**config.mk**
```make
export PLATFORM = sky130hd
export DESIGN_NAME = decimal_time_text_to_microseconds
export DESIGN_NICKNAME = d
export VERILOG_FILES = /design/src/rtl/dtt_pkg.sv /design/src/rtl/decimal_time_text_to_microseconds.sv /design/src/rtl/dtt_front.sv /design/src/rtl/dtt_queue.sv /design/src/rtl/dtt_back.sv
export SDC_FILE = /design/constraint.sdc
export NUM_CORES = 2
export LEC_CHECK = 0
export BUFFER_PORTS_ARGS = -buffer_cell sky130_fd_sc_hd__buf_2
export CORE_MARGIN = 1.5
export CORE_UTILIZATION = 35
export CTS_CLUSTER_DIAMETER = 100
export DETAILED_ROUTE_END_ITERATION = 10
export GPL_ROUTABILITY_DRIVEN = 0
export GPL_TIMING_DRIVEN = 1
export SLEW_MARGIN = 20
export SYNTH_ARGS = -nofsm -noshare
export SYNTH_HDL_FRONTEND = slang
export SYNTH_HIERARCHICAL = 1
export SYNTH_SLANG_ARGS = --single-unit
```
**constraint.sdc**
```tcl
create_clock -name clk -period 22.5 [get_ports clk]
set_clock_uncertainty 0.2 [all_clocks]
set_input_delay 0 -clock clk [delete_from_list [all_inputs] [get_ports clk]]
set_output_delay 0 -clock clk [all_outputs]
set_load 0.01 [all_outputs]
```
**src/rtl/dtt_pkg.sv**
```systemverilog
`default_nettype none
package dtt_pkg;

  localparam int unsigned FRACTION_DIGITS = 9;
  localparam int unsigned QUEUE_DEPTH_DEF = 2;

  localparam logic [7:0] CH_TAB   = 8'd9;
  localparam logic [7:0] CH_CR    = 8'd13;
  localparam logic [7:0] CH_SPACE = 8'd32;
  localparam logic [7:0] CH_PLUS  = 8'd43;
  localparam logic [7:0] CH_MINUS = 8'd45;
  localparam logic [7:0] CH_DOT   = 8'd46;
  localparam logic [7:0] CH_ZERO  = 8'd48;
  localparam logic [7:0] CH_NINE  = 8'd57;

  localparam logic [2:0] KIND_DATE     = 3'd0;
  localparam logic [2:0] KIND_TIME     = 3'd1;
  localparam logic [2:0] KIND_TS       = 3'd2;
  localparam logic [2:0] KIND_TS_LOCAL = 3'd3;
  localparam logic [2:0] KIND_TS_ZONE  = 3'd4;

  localparam logic [1:0] TYPE_DATE  = 2'd0;
  localparam logic [1:0] TYPE_TIME  = 2'd1;
  localparam logic [1:0] TYPE_TS    = 2'd2;
  localparam logic [1:0] TYPE_TS_TZ = 2'd3;

  localparam logic [63:0] SAT_LIMIT    = 64'h8000_0000_0000_0000;
  localparam logic [63:0] SAT_DIV10    = 64'd922337203685477580;
  localparam logic [63:0] DAY_SHIFT    = 64'd10957;
  localparam logic [63:0] SECOND_SHIFT = 64'd946684800;
  localparam logic [19:0] MICROS_PER_S = 20'd1000000;
  localparam logic [29:0] ROUND_HALF   = 30'd500;
  localparam logic [9:0]  THOUSAND     = 10'd1000;
  localparam logic [30:0] RECIP_1000   = 31'd1099511627;
  localparam int unsigned RECIP_SHIFT  = 40;

  typedef enum logic [1:0] {
    PH_START,
    PH_LEAD,
    PH_WHOLE,
    PH_FRAC
  } phase_t;

  typedef struct packed {
    logic [63:0] mag;
    logic        whole_neg;
    logic        first_minus;
    logic [29:0] frac;
    logic [3:0]  cnt;
    logic [2:0]  kind;
  } dtt_rec_t;

  function automatic logic [29:0] pad_scale(input logic [3:0] cnt);
    case (cnt)
      4'd0:    pad_scale = 30'd1000000000;
      4'd1:    pad_scale = 30'd100000000;
      4'd2:    pad_scale = 30'd10000000;
      4'd3:    pad_scale = 30'd1000000;
      4'd4:    pad_scale = 30'd100000;
      4'd5:    pad_scale = 30'd10000;
      4'd6:    pad_scale = 30'd1000;
      4'd7:    pad_scale = 30'd100;
      4'd8:    pad_scale = 30'd10;
      default: pad_scale = 30'd1;
    endcase
  endfunction

  function automatic logic [1:0] kind_to_type(input logic [2:0] kind);
    case (kind)
      KIND_DATE: kind_to_type = TYPE_DATE;
      KIND_TIME: kind_to_type = TYPE_TIME;
      KIND_TS:   kind_to_type = TYPE_TS;
      default:   kind_to_type = TYPE_TS_TZ;
    endcase
  endfunction

endpackage
`default_nettype wire

```
**src/rtl/decimal_time_text_to_microseconds.sv**
```systemverilog
`default_nettype none
// channel   dir  tdata                       tuser             tlast
// s_axis    in   [7:0] ch                    [2:0] kind        last
// m_axis    out  [63:0] result_value         [1:0] result_type none
//
// One character beat per cycle while the record queue has room.
// The parser commits on each beat, the back pipeline (5 stages) runs the
// 64x20 multiply in two 32-bit halves and rounds the fraction by reciprocal.
// Reset clears parser state, the queue and all stage valids.
// A stall on m_axis freezes the back pipeline; s_axis_tready drops only
// when the record queue is full.
module decimal_time_text_to_microseconds #(
  parameter int unsigned QUEUE_DEPTH = dtt_pkg::QUEUE_DEPTH_DEF
) (
  input  wire logic        clk,
  input  wire logic        rst,
  input  wire logic        s_axis_tvalid,
  output logic             s_axis_tready,
  input  wire logic [7:0]  s_axis_tdata,   // [7:0] ch
  input  wire logic [2:0]  s_axis_tuser,   // [2:0] kind
  input  wire logic        s_axis_tlast,
  output logic             m_axis_tvalid,
  input  wire logic        m_axis_tready,
  output logic [63:0]      m_axis_tdata,   // [63:0] result_value
  output logic [1:0]       m_axis_tuser    // [1:0] result_type
);
  import dtt_pkg::*;

  logic     accept, push, full, pop, nonempty;
  dtt_rec_t push_rec, head;

  assign s_axis_tready = !full;
  assign accept        = s_axis_tvalid && s_axis_tready;

  dtt_front u_front (
    .clk    (clk),
    .rst    (rst),
    .accept (accept),
    .ch     (s_axis_tdata),
    .kind   (s_axis_tuser),
    .last   (s_axis_tlast),
    .push   (push),
    .rec    (push_rec)
  );

  dtt_queue #(
    .DEPTH (QUEUE_DEPTH)
  ) u_queue (
    .clk      (clk),
    .rst      (rst),
    .push     (push),
    .push_rec (push_rec),
    .full     (full),
    .pop      (pop),
    .nonempty (nonempty),
    .head     (head)
  );

  dtt_back u_back (
    .clk       (clk),
    .rst       (rst),
    .nonempty  (nonempty),
    .head      (head),
    .pop       (pop),
    .out_valid (m_axis_tvalid),
    .out_ready (m_axis_tready),
    .out_value (m_axis_tdata),
    .out_type  (m_axis_tuser)
  );

endmodule
`default_nettype wire

```
**src/rtl/dtt_front.sv**
```systemverilog
`default_nettype none
module dtt_front (
  input  wire logic              clk,
  input  wire logic              rst,
  input  wire logic              accept,
  input  wire logic [7:0]        ch,
  input  wire logic [2:0]        kind,
  input  wire logic              last,
  output logic                   push,
  output dtt_pkg::dtt_rec_t      rec
);
  import dtt_pkg::*;

  phase_t      phase, phase_next;
  logic        first_minus, first_minus_next;
  logic        whole_neg, whole_neg_next;
  logic [63:0] mag, mag_next;
  logic [29:0] frac, frac_next;
  logic [3:0]  cnt, cnt_next;
  logic        sign_read, sign_read_next;
  logic        tail, tail_next;

  logic        is_blank, is_sign, is_digit, is_dot;
  logic [3:0]  dig;
  logic [63:0] mag_add;
  logic [63:0] mag_lim;

  assign is_blank = (ch == CH_SPACE) || (ch >= CH_TAB && ch <= CH_CR);
  assign is_sign  = (ch == CH_PLUS) || (ch == CH_MINUS);
  assign is_digit = (ch >= CH_ZERO) && (ch <= CH_NINE);
  assign is_dot   = (ch == CH_DOT);
  assign dig      = 4'(ch - CH_ZERO);

  // saturate at 2^63 once the next digit would pass it
  assign mag_lim = (dig == 4'd9) ? SAT_DIV10 - 64'd1 : SAT_DIV10;
  assign mag_add = (mag > mag_lim) ? SAT_LIMIT
                 : (mag << 3) + (mag << 1) + 64'(dig);

  always_comb begin
    phase_next       = phase;
    first_minus_next = first_minus;
    whole_neg_next   = whole_neg;
    mag_next         = mag;
    frac_next        = frac;
    cnt_next         = cnt;
    sign_read_next   = sign_read;
    tail_next        = tail;
    if (!tail) begin
      case (phase)
        PH_START: begin
          first_minus_next = (ch == CH_MINUS);
          if (is_blank) begin
            phase_next = PH_LEAD;
          end else if (is_sign) begin
            sign_read_next = 1'b1;
            whole_neg_next = (ch == CH_MINUS);
            phase_next     = PH_LEAD;
          end else if (is_digit) begin
            mag_next   = mag_add;
            phase_next = PH_WHOLE;
          end else if (is_dot) begin
            phase_next = PH_FRAC;
          end else begin
            tail_next = 1'b1;
          end
        end
        PH_LEAD: begin
          if (is_blank && !sign_read) begin
            phase_next = PH_LEAD;
          end else if (is_sign && !sign_read) begin
            sign_read_next = 1'b1;
            whole_neg_next = (ch == CH_MINUS);
          end else if (is_digit) begin
            mag_next   = mag_add;
            phase_next = PH_WHOLE;
          end else begin
            tail_next = 1'b1;
          end
        end
        PH_WHOLE: begin
          if (is_digit) begin
            mag_next = mag_add;
          end else if (is_dot) begin
            phase_next = PH_FRAC;
          end else begin
            tail_next = 1'b1;
          end
        end
        default: begin
          if (is_digit && cnt < 4'(FRACTION_DIGITS)) begin
            frac_next = 30'((frac << 3) + (frac << 1)) + 30'(dig);
            cnt_next  = cnt + 4'd1;
          end else begin
            tail_next = 1'b1;
          end
        end
      endcase
    end
  end

  assign push = accept && last && (kind <= KIND_TS_ZONE);

  always_comb begin
    rec.mag         = mag_next;
    rec.whole_neg   = whole_neg_next;
    rec.first_minus = first_minus_next;
    rec.frac        = frac_next;
    rec.cnt         = cnt_next;
    rec.kind        = kind;
  end

  always_ff @(posedge clk) begin
    if (rst || (accept && last)) begin
      phase       <= PH_START;
      first_minus <= 1'b0;
      whole_neg   <= 1'b0;
      mag         <= '0;
      frac        <= '0;
      cnt         <= '0;
      sign_read   <= 1'b0;
      tail        <= 1'b0;
    end else if (accept) begin
      phase       <= phase_next;
      first_minus <= first_minus_next;
      whole_neg   <= whole_neg_next;
      mag         <= mag_next;
      frac        <= frac_next;
      cnt         <= cnt_next;
      sign_read   <= sign_read_next;
      tail        <= tail_next;
    end
  end

endmodule
`default_nettype wire

```
**src/rtl/dtt_queue.sv**
```systemverilog
`default_nettype none
module dtt_queue #(
  parameter int unsigned DEPTH = dtt_pkg::QUEUE_DEPTH_DEF
) (
  input  wire logic              clk,
  input  wire logic              rst,
  input  wire logic              push,
  input  wire dtt_pkg::dtt_rec_t push_rec,
  output logic                   full,
  input  wire logic              pop,
  output logic                   nonempty,
  output dtt_pkg::dtt_rec_t      head
);
  import dtt_pkg::*;

  localparam int unsigned PW = (DEPTH > 1) ? $clog2(DEPTH) : 1;
  localparam int unsigned CW = $clog2(DEPTH + 1);

  dtt_rec_t        mem [DEPTH];
  logic [PW-1:0]   wr_ptr, rd_ptr;
  logic [CW-1:0]   count;
  logic            do_push, do_pop;

  assign full     = (count == CW'(DEPTH));
  assign nonempty = (count != '0);
  assign head     = mem[rd_ptr];
  assign do_push  = push && !full;
  assign do_pop   = pop && nonempty;

  always_ff @(posedge clk) begin
    if (do_push) begin
      mem[wr_ptr] <= push_rec;
    end
  end

  always_ff @(posedge clk) begin
    if (rst) begin
      wr_ptr <= '0;
      rd_ptr <= '0;
      count  <= '0;
    end else begin
      if (do_push) begin
        wr_ptr <= (wr_ptr == PW'(DEPTH - 1)) ? '0 : wr_ptr + PW'(1);
      end
      if (do_pop) begin
        rd_ptr <= (rd_ptr == PW'(DEPTH - 1)) ? '0 : rd_ptr + PW'(1);
      end
      if (do_push && !do_pop) begin
        count <= count + CW'(1);
      end else if (do_pop && !do_push) begin
        count <= count - CW'(1);
      end
    end
  end

endmodule
`default_nettype wire

```
**src/rtl/dtt_back.sv**
```systemverilog
`default_nettype none
module dtt_back (
  input  wire logic              clk,
  input  wire logic              rst,
  input  wire logic              nonempty,
  input  wire dtt_pkg::dtt_rec_t head,
  output logic                   pop,
  output logic                   out_valid,
  input  wire logic              out_ready,
  output logic [63:0]            out_value,
  output logic [1:0]             out_type
);
  import dtt_pkg::*;

  logic        en;
  logic        va, vb, vc, vd;

  logic [63:0] a_whole;
  logic [29:0] a_nanos;
  logic        a_fm;
  logic [2:0]  a_kind;

  logic [63:0] b_base;
  logic [29:0] b_x;
  logic        b_fm;
  logic [2:0]  b_kind;

  logic [51:0] c_prod_lo;
  logic [31:0] c_prod_hi;
  logic [60:0] c_qprod;
  logic [63:0] c_base;
  logic [29:0] c_x;
  logic        c_fm;
  logic [2:0]  c_kind;

  logic [63:0] d_sum;
  logic [63:0] d_micros;
  logic [63:0] d_base;
  logic [2:0]  d_kind;

  logic [63:0] whole_c;
  logic [63:0] shift_c;
  logic [19:0] q0, q1;
  logic [29:0] rem;

  assign en  = !out_valid || out_ready;
  assign pop = en && nonempty;

  assign whole_c = head.whole_neg ? 64'd0 - head.mag
                 : (head.mag[63] ? SAT_LIMIT - 64'd1 : head.mag);

  always_comb begin
    case (a_kind)
      KIND_DATE: shift_c = DAY_SHIFT;
      KIND_TIME: shift_c = '0;
      default:   shift_c = SECOND_SHIFT;
    endcase
  end

  assign q0  = c_qprod[RECIP_SHIFT +: 20];
  assign rem = c_x - 30'(q0) * 30'(THOUSAND);
  assign q1  = (rem >= 30'(THOUSAND)) ? q0 + 20'd1 : q0;

  always_ff @(posedge clk) begin
    if (rst) begin
      va        <= 1'b0;
      vb        <= 1'b0;
      vc        <= 1'b0;
      vd        <= 1'b0;
      out_valid <= 1'b0;
    end else if (en) begin
      va        <= nonempty;
      vb        <= va;
      vc        <= vb;
      vd        <= vc;
      out_valid <= vd;
    end
  end

  always_ff @(posedge clk) begin
    if (en) begin
      a_whole   <= whole_c;
      a_nanos   <= 30'(head.frac * pad_scale(head.cnt));
      a_fm      <= head.first_minus;
      a_kind    <= head.kind;

      b_base    <= a_whole - shift_c;
      b_x       <= a_nanos + ROUND_HALF;
      b_fm      <= a_fm;
      b_kind    <= a_kind;

      c_prod_lo <= b_base[31:0] * MICROS_PER_S;
      c_prod_hi <= 32'(b_base[63:32] * MICROS_PER_S);
      c_qprod   <= b_x * RECIP_1000;
      c_base    <= b_base;
      c_x       <= b_x;
      c_fm      <= b_fm;
      c_kind    <= b_kind;

      d_sum     <= 64'(c_prod_lo) + {c_prod_hi, 32'd0};
      d_micros  <= c_fm ? 64'd0 - 64'(q1) : 64'(q1);
      d_base    <= c_base;
      d_kind    <= c_kind;

      out_value <= (d_kind == KIND_DATE) ? d_base : d_sum + d_micros;
      out_type  <= kind_to_type(d_kind);
    end
  end

endmodule
`default_nettype wire

```
==> results.json <==
{
  "outcome": "complete, but fails checks",
  "violations": "DRC",
  "synth_edf_count": 792,
  "worst_pin_slew_ps": 1040,
  "nets": 10495,
  "endpoint": "u_back/d_micros[20]",
  "fin_ws_ps": 12190,
  "setup_viol_count_final": 0,
  "final_core_util_pct": 38.3,
  "syn_to_final_growth_pct": 8.95,
  "grt_usage_pct": 16.5,
  "syn_area_sq_um": 88500,
  "postSynthAreaPerCell_sq_um": 10.5,
  "cts.sinks": 906,
  "via_count": 60495,
  "final_hold_viol_count": 0,
  "antenna_left": 0,
  "initial_utilization_pct": 35.2,
  "async_flop_share_pct": 0,
  "cts_tree": "yes",
  "synth.area.top_cells": "edfxtp_1, fa_1, ha_1, inv_1, nand2_1",
  "synth_most_common_cell": "inv_1",
  "reg2reg_setup_slack_ps": 12190,
  "netlist.area_leader.share_pct": 26.9,
  "finalCritPeriodShare_pct": 45.8,
  "critical_path_required_ps": 22790,
  "drc": 8,
  "hpwl_um": 165000,
  "drive_gt1_share_pct": 6.22,
  "grt_max_degree": 181,
  "cts_buffer_depth": 3,
  "post_drt_wl_per_cell_um": 17.6,
  "worstSetupEndpointType": "register",
  "synth_seq_cells": 906,
  "dp_cells": 11693,
  "dieArea_sq_um": 256000,
  "rsz0062_at_grt": "no",
  "fmax_mhz": 97.0,
  "synth_fp_nets": 10459,
  "place_worst_setup_slack_ps": 12300,
  "critPathMaxFanout": 20,
  "rows": 184,
  "yosysWarnings": 6,
  "cts_setup_buffers": 0,
  "synth_common_cells": "inv_1, ha_1, fa_1",
  "yosysUniqueCellTypes": 129,
  "ys_seq_area_share_pct": 29.5,
  "wl_um": 210000,
  "fin_tns_setup_ps": 0,
  "fin_cells": 11903,
  "fin_crit_ps": 10310,
  "relSlewSlack_pct": 30.2,
  "drt-vias-per-instance": 5.08,
  "crit-reg2reg-launch": "u_back/c_qprod[42]",
  "synth_top_area_cell": "edfxtp_1",
  "pin_count": 84,
  "reg2reg_to": "u_back/d_micros[20]",
  "h-tree-depth": 3,
  "clk_latency_ps": 730,
  "cpMostUsedCell": "fa_1",
  "grt_pass1_vias": 62912,
  "crit_start": "u_back/c_qprod[42]",
  "cpMaxStageDelayCell": "edfxtp_1",
  "drt_pre_antenna_iters": 10,
  "clock-root-buffer": "clkbuf_16",
  "io_buffers": 83,
  "syn_inst": 8436,
  "cpPeakStageDelay_ps": 620,
  "n_fill_cell": 24437,
  "critical_path_class": "register to register",
  "worstPathArrival_ps": 10600,
  "grt_overflow_total": 0,
  "hold_path.class": "primary input to register",
  "ys.flop_type": "edfxtp_1",
  "core-area_sq_um": 251000,
  "r2r_cells": 33,
  "drv_slew": 0,
  "numCtsBuffers": 103,
  "start_kind": "register",
  "maxCapViolCount": 0,
  "grt_pass1_wl_um": 340000,
  "antenna_found_initial": 5,
  "die_w_um": 506,
  "clk_pin_slew_ps": 60,
  "die_h_um": 506,
  "drt_iter0_markers": 3766
}
[registers in the layout, indices dropped and copies added, names as in the netlist, 4 cells and up, named ones only]
| name | flops |
|---|---|
| u_back/a_nanos | 30 |
| u_back/a_whole | 64 |
| u_back/d_base | 64 |
| u_back/d_micros | 21 |
| u_back/b_base | 64 |
| u_back/d_sum | 55 |
| u_front/cnt | 4 |
| u_back/c_prod_lo | 43 |
| u_back/c_qprod | 20 |
| u_front/frac | 30 |
| u_back/c_base | 64 |
| u_queue/mem | 206 |
| u_back/c_x | 27 |
| u_front/mag | 64 |
| u_back/out_value | 64 |
| u_back/b_x | 30 |
| u_back/c_prod_hi | 23 |
[metal layers]
| metal | up-vias | track usage (%) | part of all wire, % |
|---|---|---|---|
| li1 | 28745 | - | - |
| met1 | 29837 | 22.4 | 45 |
| met5 | - | 0 | 0.018 |
| met3 | 371 | 2.20 | 5.0 |
| met4 | 8 | 4.70 | 2.9 |
| met2 | 1534 | 27.4 | 47 |
[cell families after synthesis]
group           Yosys count  synth area share (%)
buf+inv                1521                  6.61
mux                     150                  1.85
simple gates           1990                  10.7
flops                   906                  29.5
fa+ha+maj              2007                  36.3
compound gates         1393                  10.4
xor+xnor                469                  4.67
[metrics by stage]
stage          instance area (sq um)  hold slack (ps)
5_1_grt                        96400              121
4_1_cts                        96300             52.6
6_report                       96400              119
3_3_place_gp                   92600             68.8
2_1_floorplan                  88500             -131
3_5_place_dp                   92600             73.5
[worst min path at each step]
stage	end	depth (start not counted)	from	slack (ps)
global placement	u_queue/mem[0][2]	1	s_axis_tuser[2]	70
CTS	u_front/tail	4	s_axis_tdata[4]	50
floorplan	u_back/out_valid	1	rst	-130
global route	u_front/tail	4	s_axis_tdata[4]	120
finish	u_front/tail	4	s_axis_tdata[4]	120
detailed placement	u_queue/mem[1][2]	1	s_axis_tuser[2]	70
[cells in the final DEF, fill, tap and decap left out, drive strengths merged, types with 55 or more instances in the layout]
cell / instances
inv: 1308
ha: 1073
fa: 934
edfxtp: 792
nand2: 735
nor2: 469
a21oi: 397
xnor2: 296
o21ai: 273
xor2: 173
and2: 172
a21o: 150
buf: 134
clkbuf: 123
dfxtp: 114
nor3: 112
nand3: 111
mux2: 105
a31oi: 87
and3: 73
o21a: 63
nand4: 63
nand2b: 55
[timing repair]
item | in CTS | in global routing
hold endpoints to repair | 106 | 0
gates resized for setup | 0 | 0
hold buffers | 20 | 0
endpoints found under the setup margin | 0 | 0
[worst max-delay path, delay by kind of cell, from the launching register on]
kind                       cells  cell delay [ps]
AOI/OAI and AO/OA             14             3240
adders and majority gates      7             2970
and+or+nand+nor                9             2310
DFF                            1              620
xor gates and xnor gates       1              480
buffers and inverters          2              260
[cell type report]
type | count | area (sq um) | area share [%]
antenna | 1 | 2.50 | 0.00260
clock buffer | 123 | 2700 | 2.80
clock inverter | 64 | 822 | 0.853
inverter | 1298 | 4870 | 5.06
multi-input combinational | 6009 | 56700 | 58.8
sequential | 906 | 26100 | 27.0
tap | 3348 | 4190 | 4.35
timing repair buffer | 154 | 1060 | 1.10
Power is left out: the tool's default activity adds up to more than one toggle a clock period on the data nets, which glitch-free logic cannot reach.
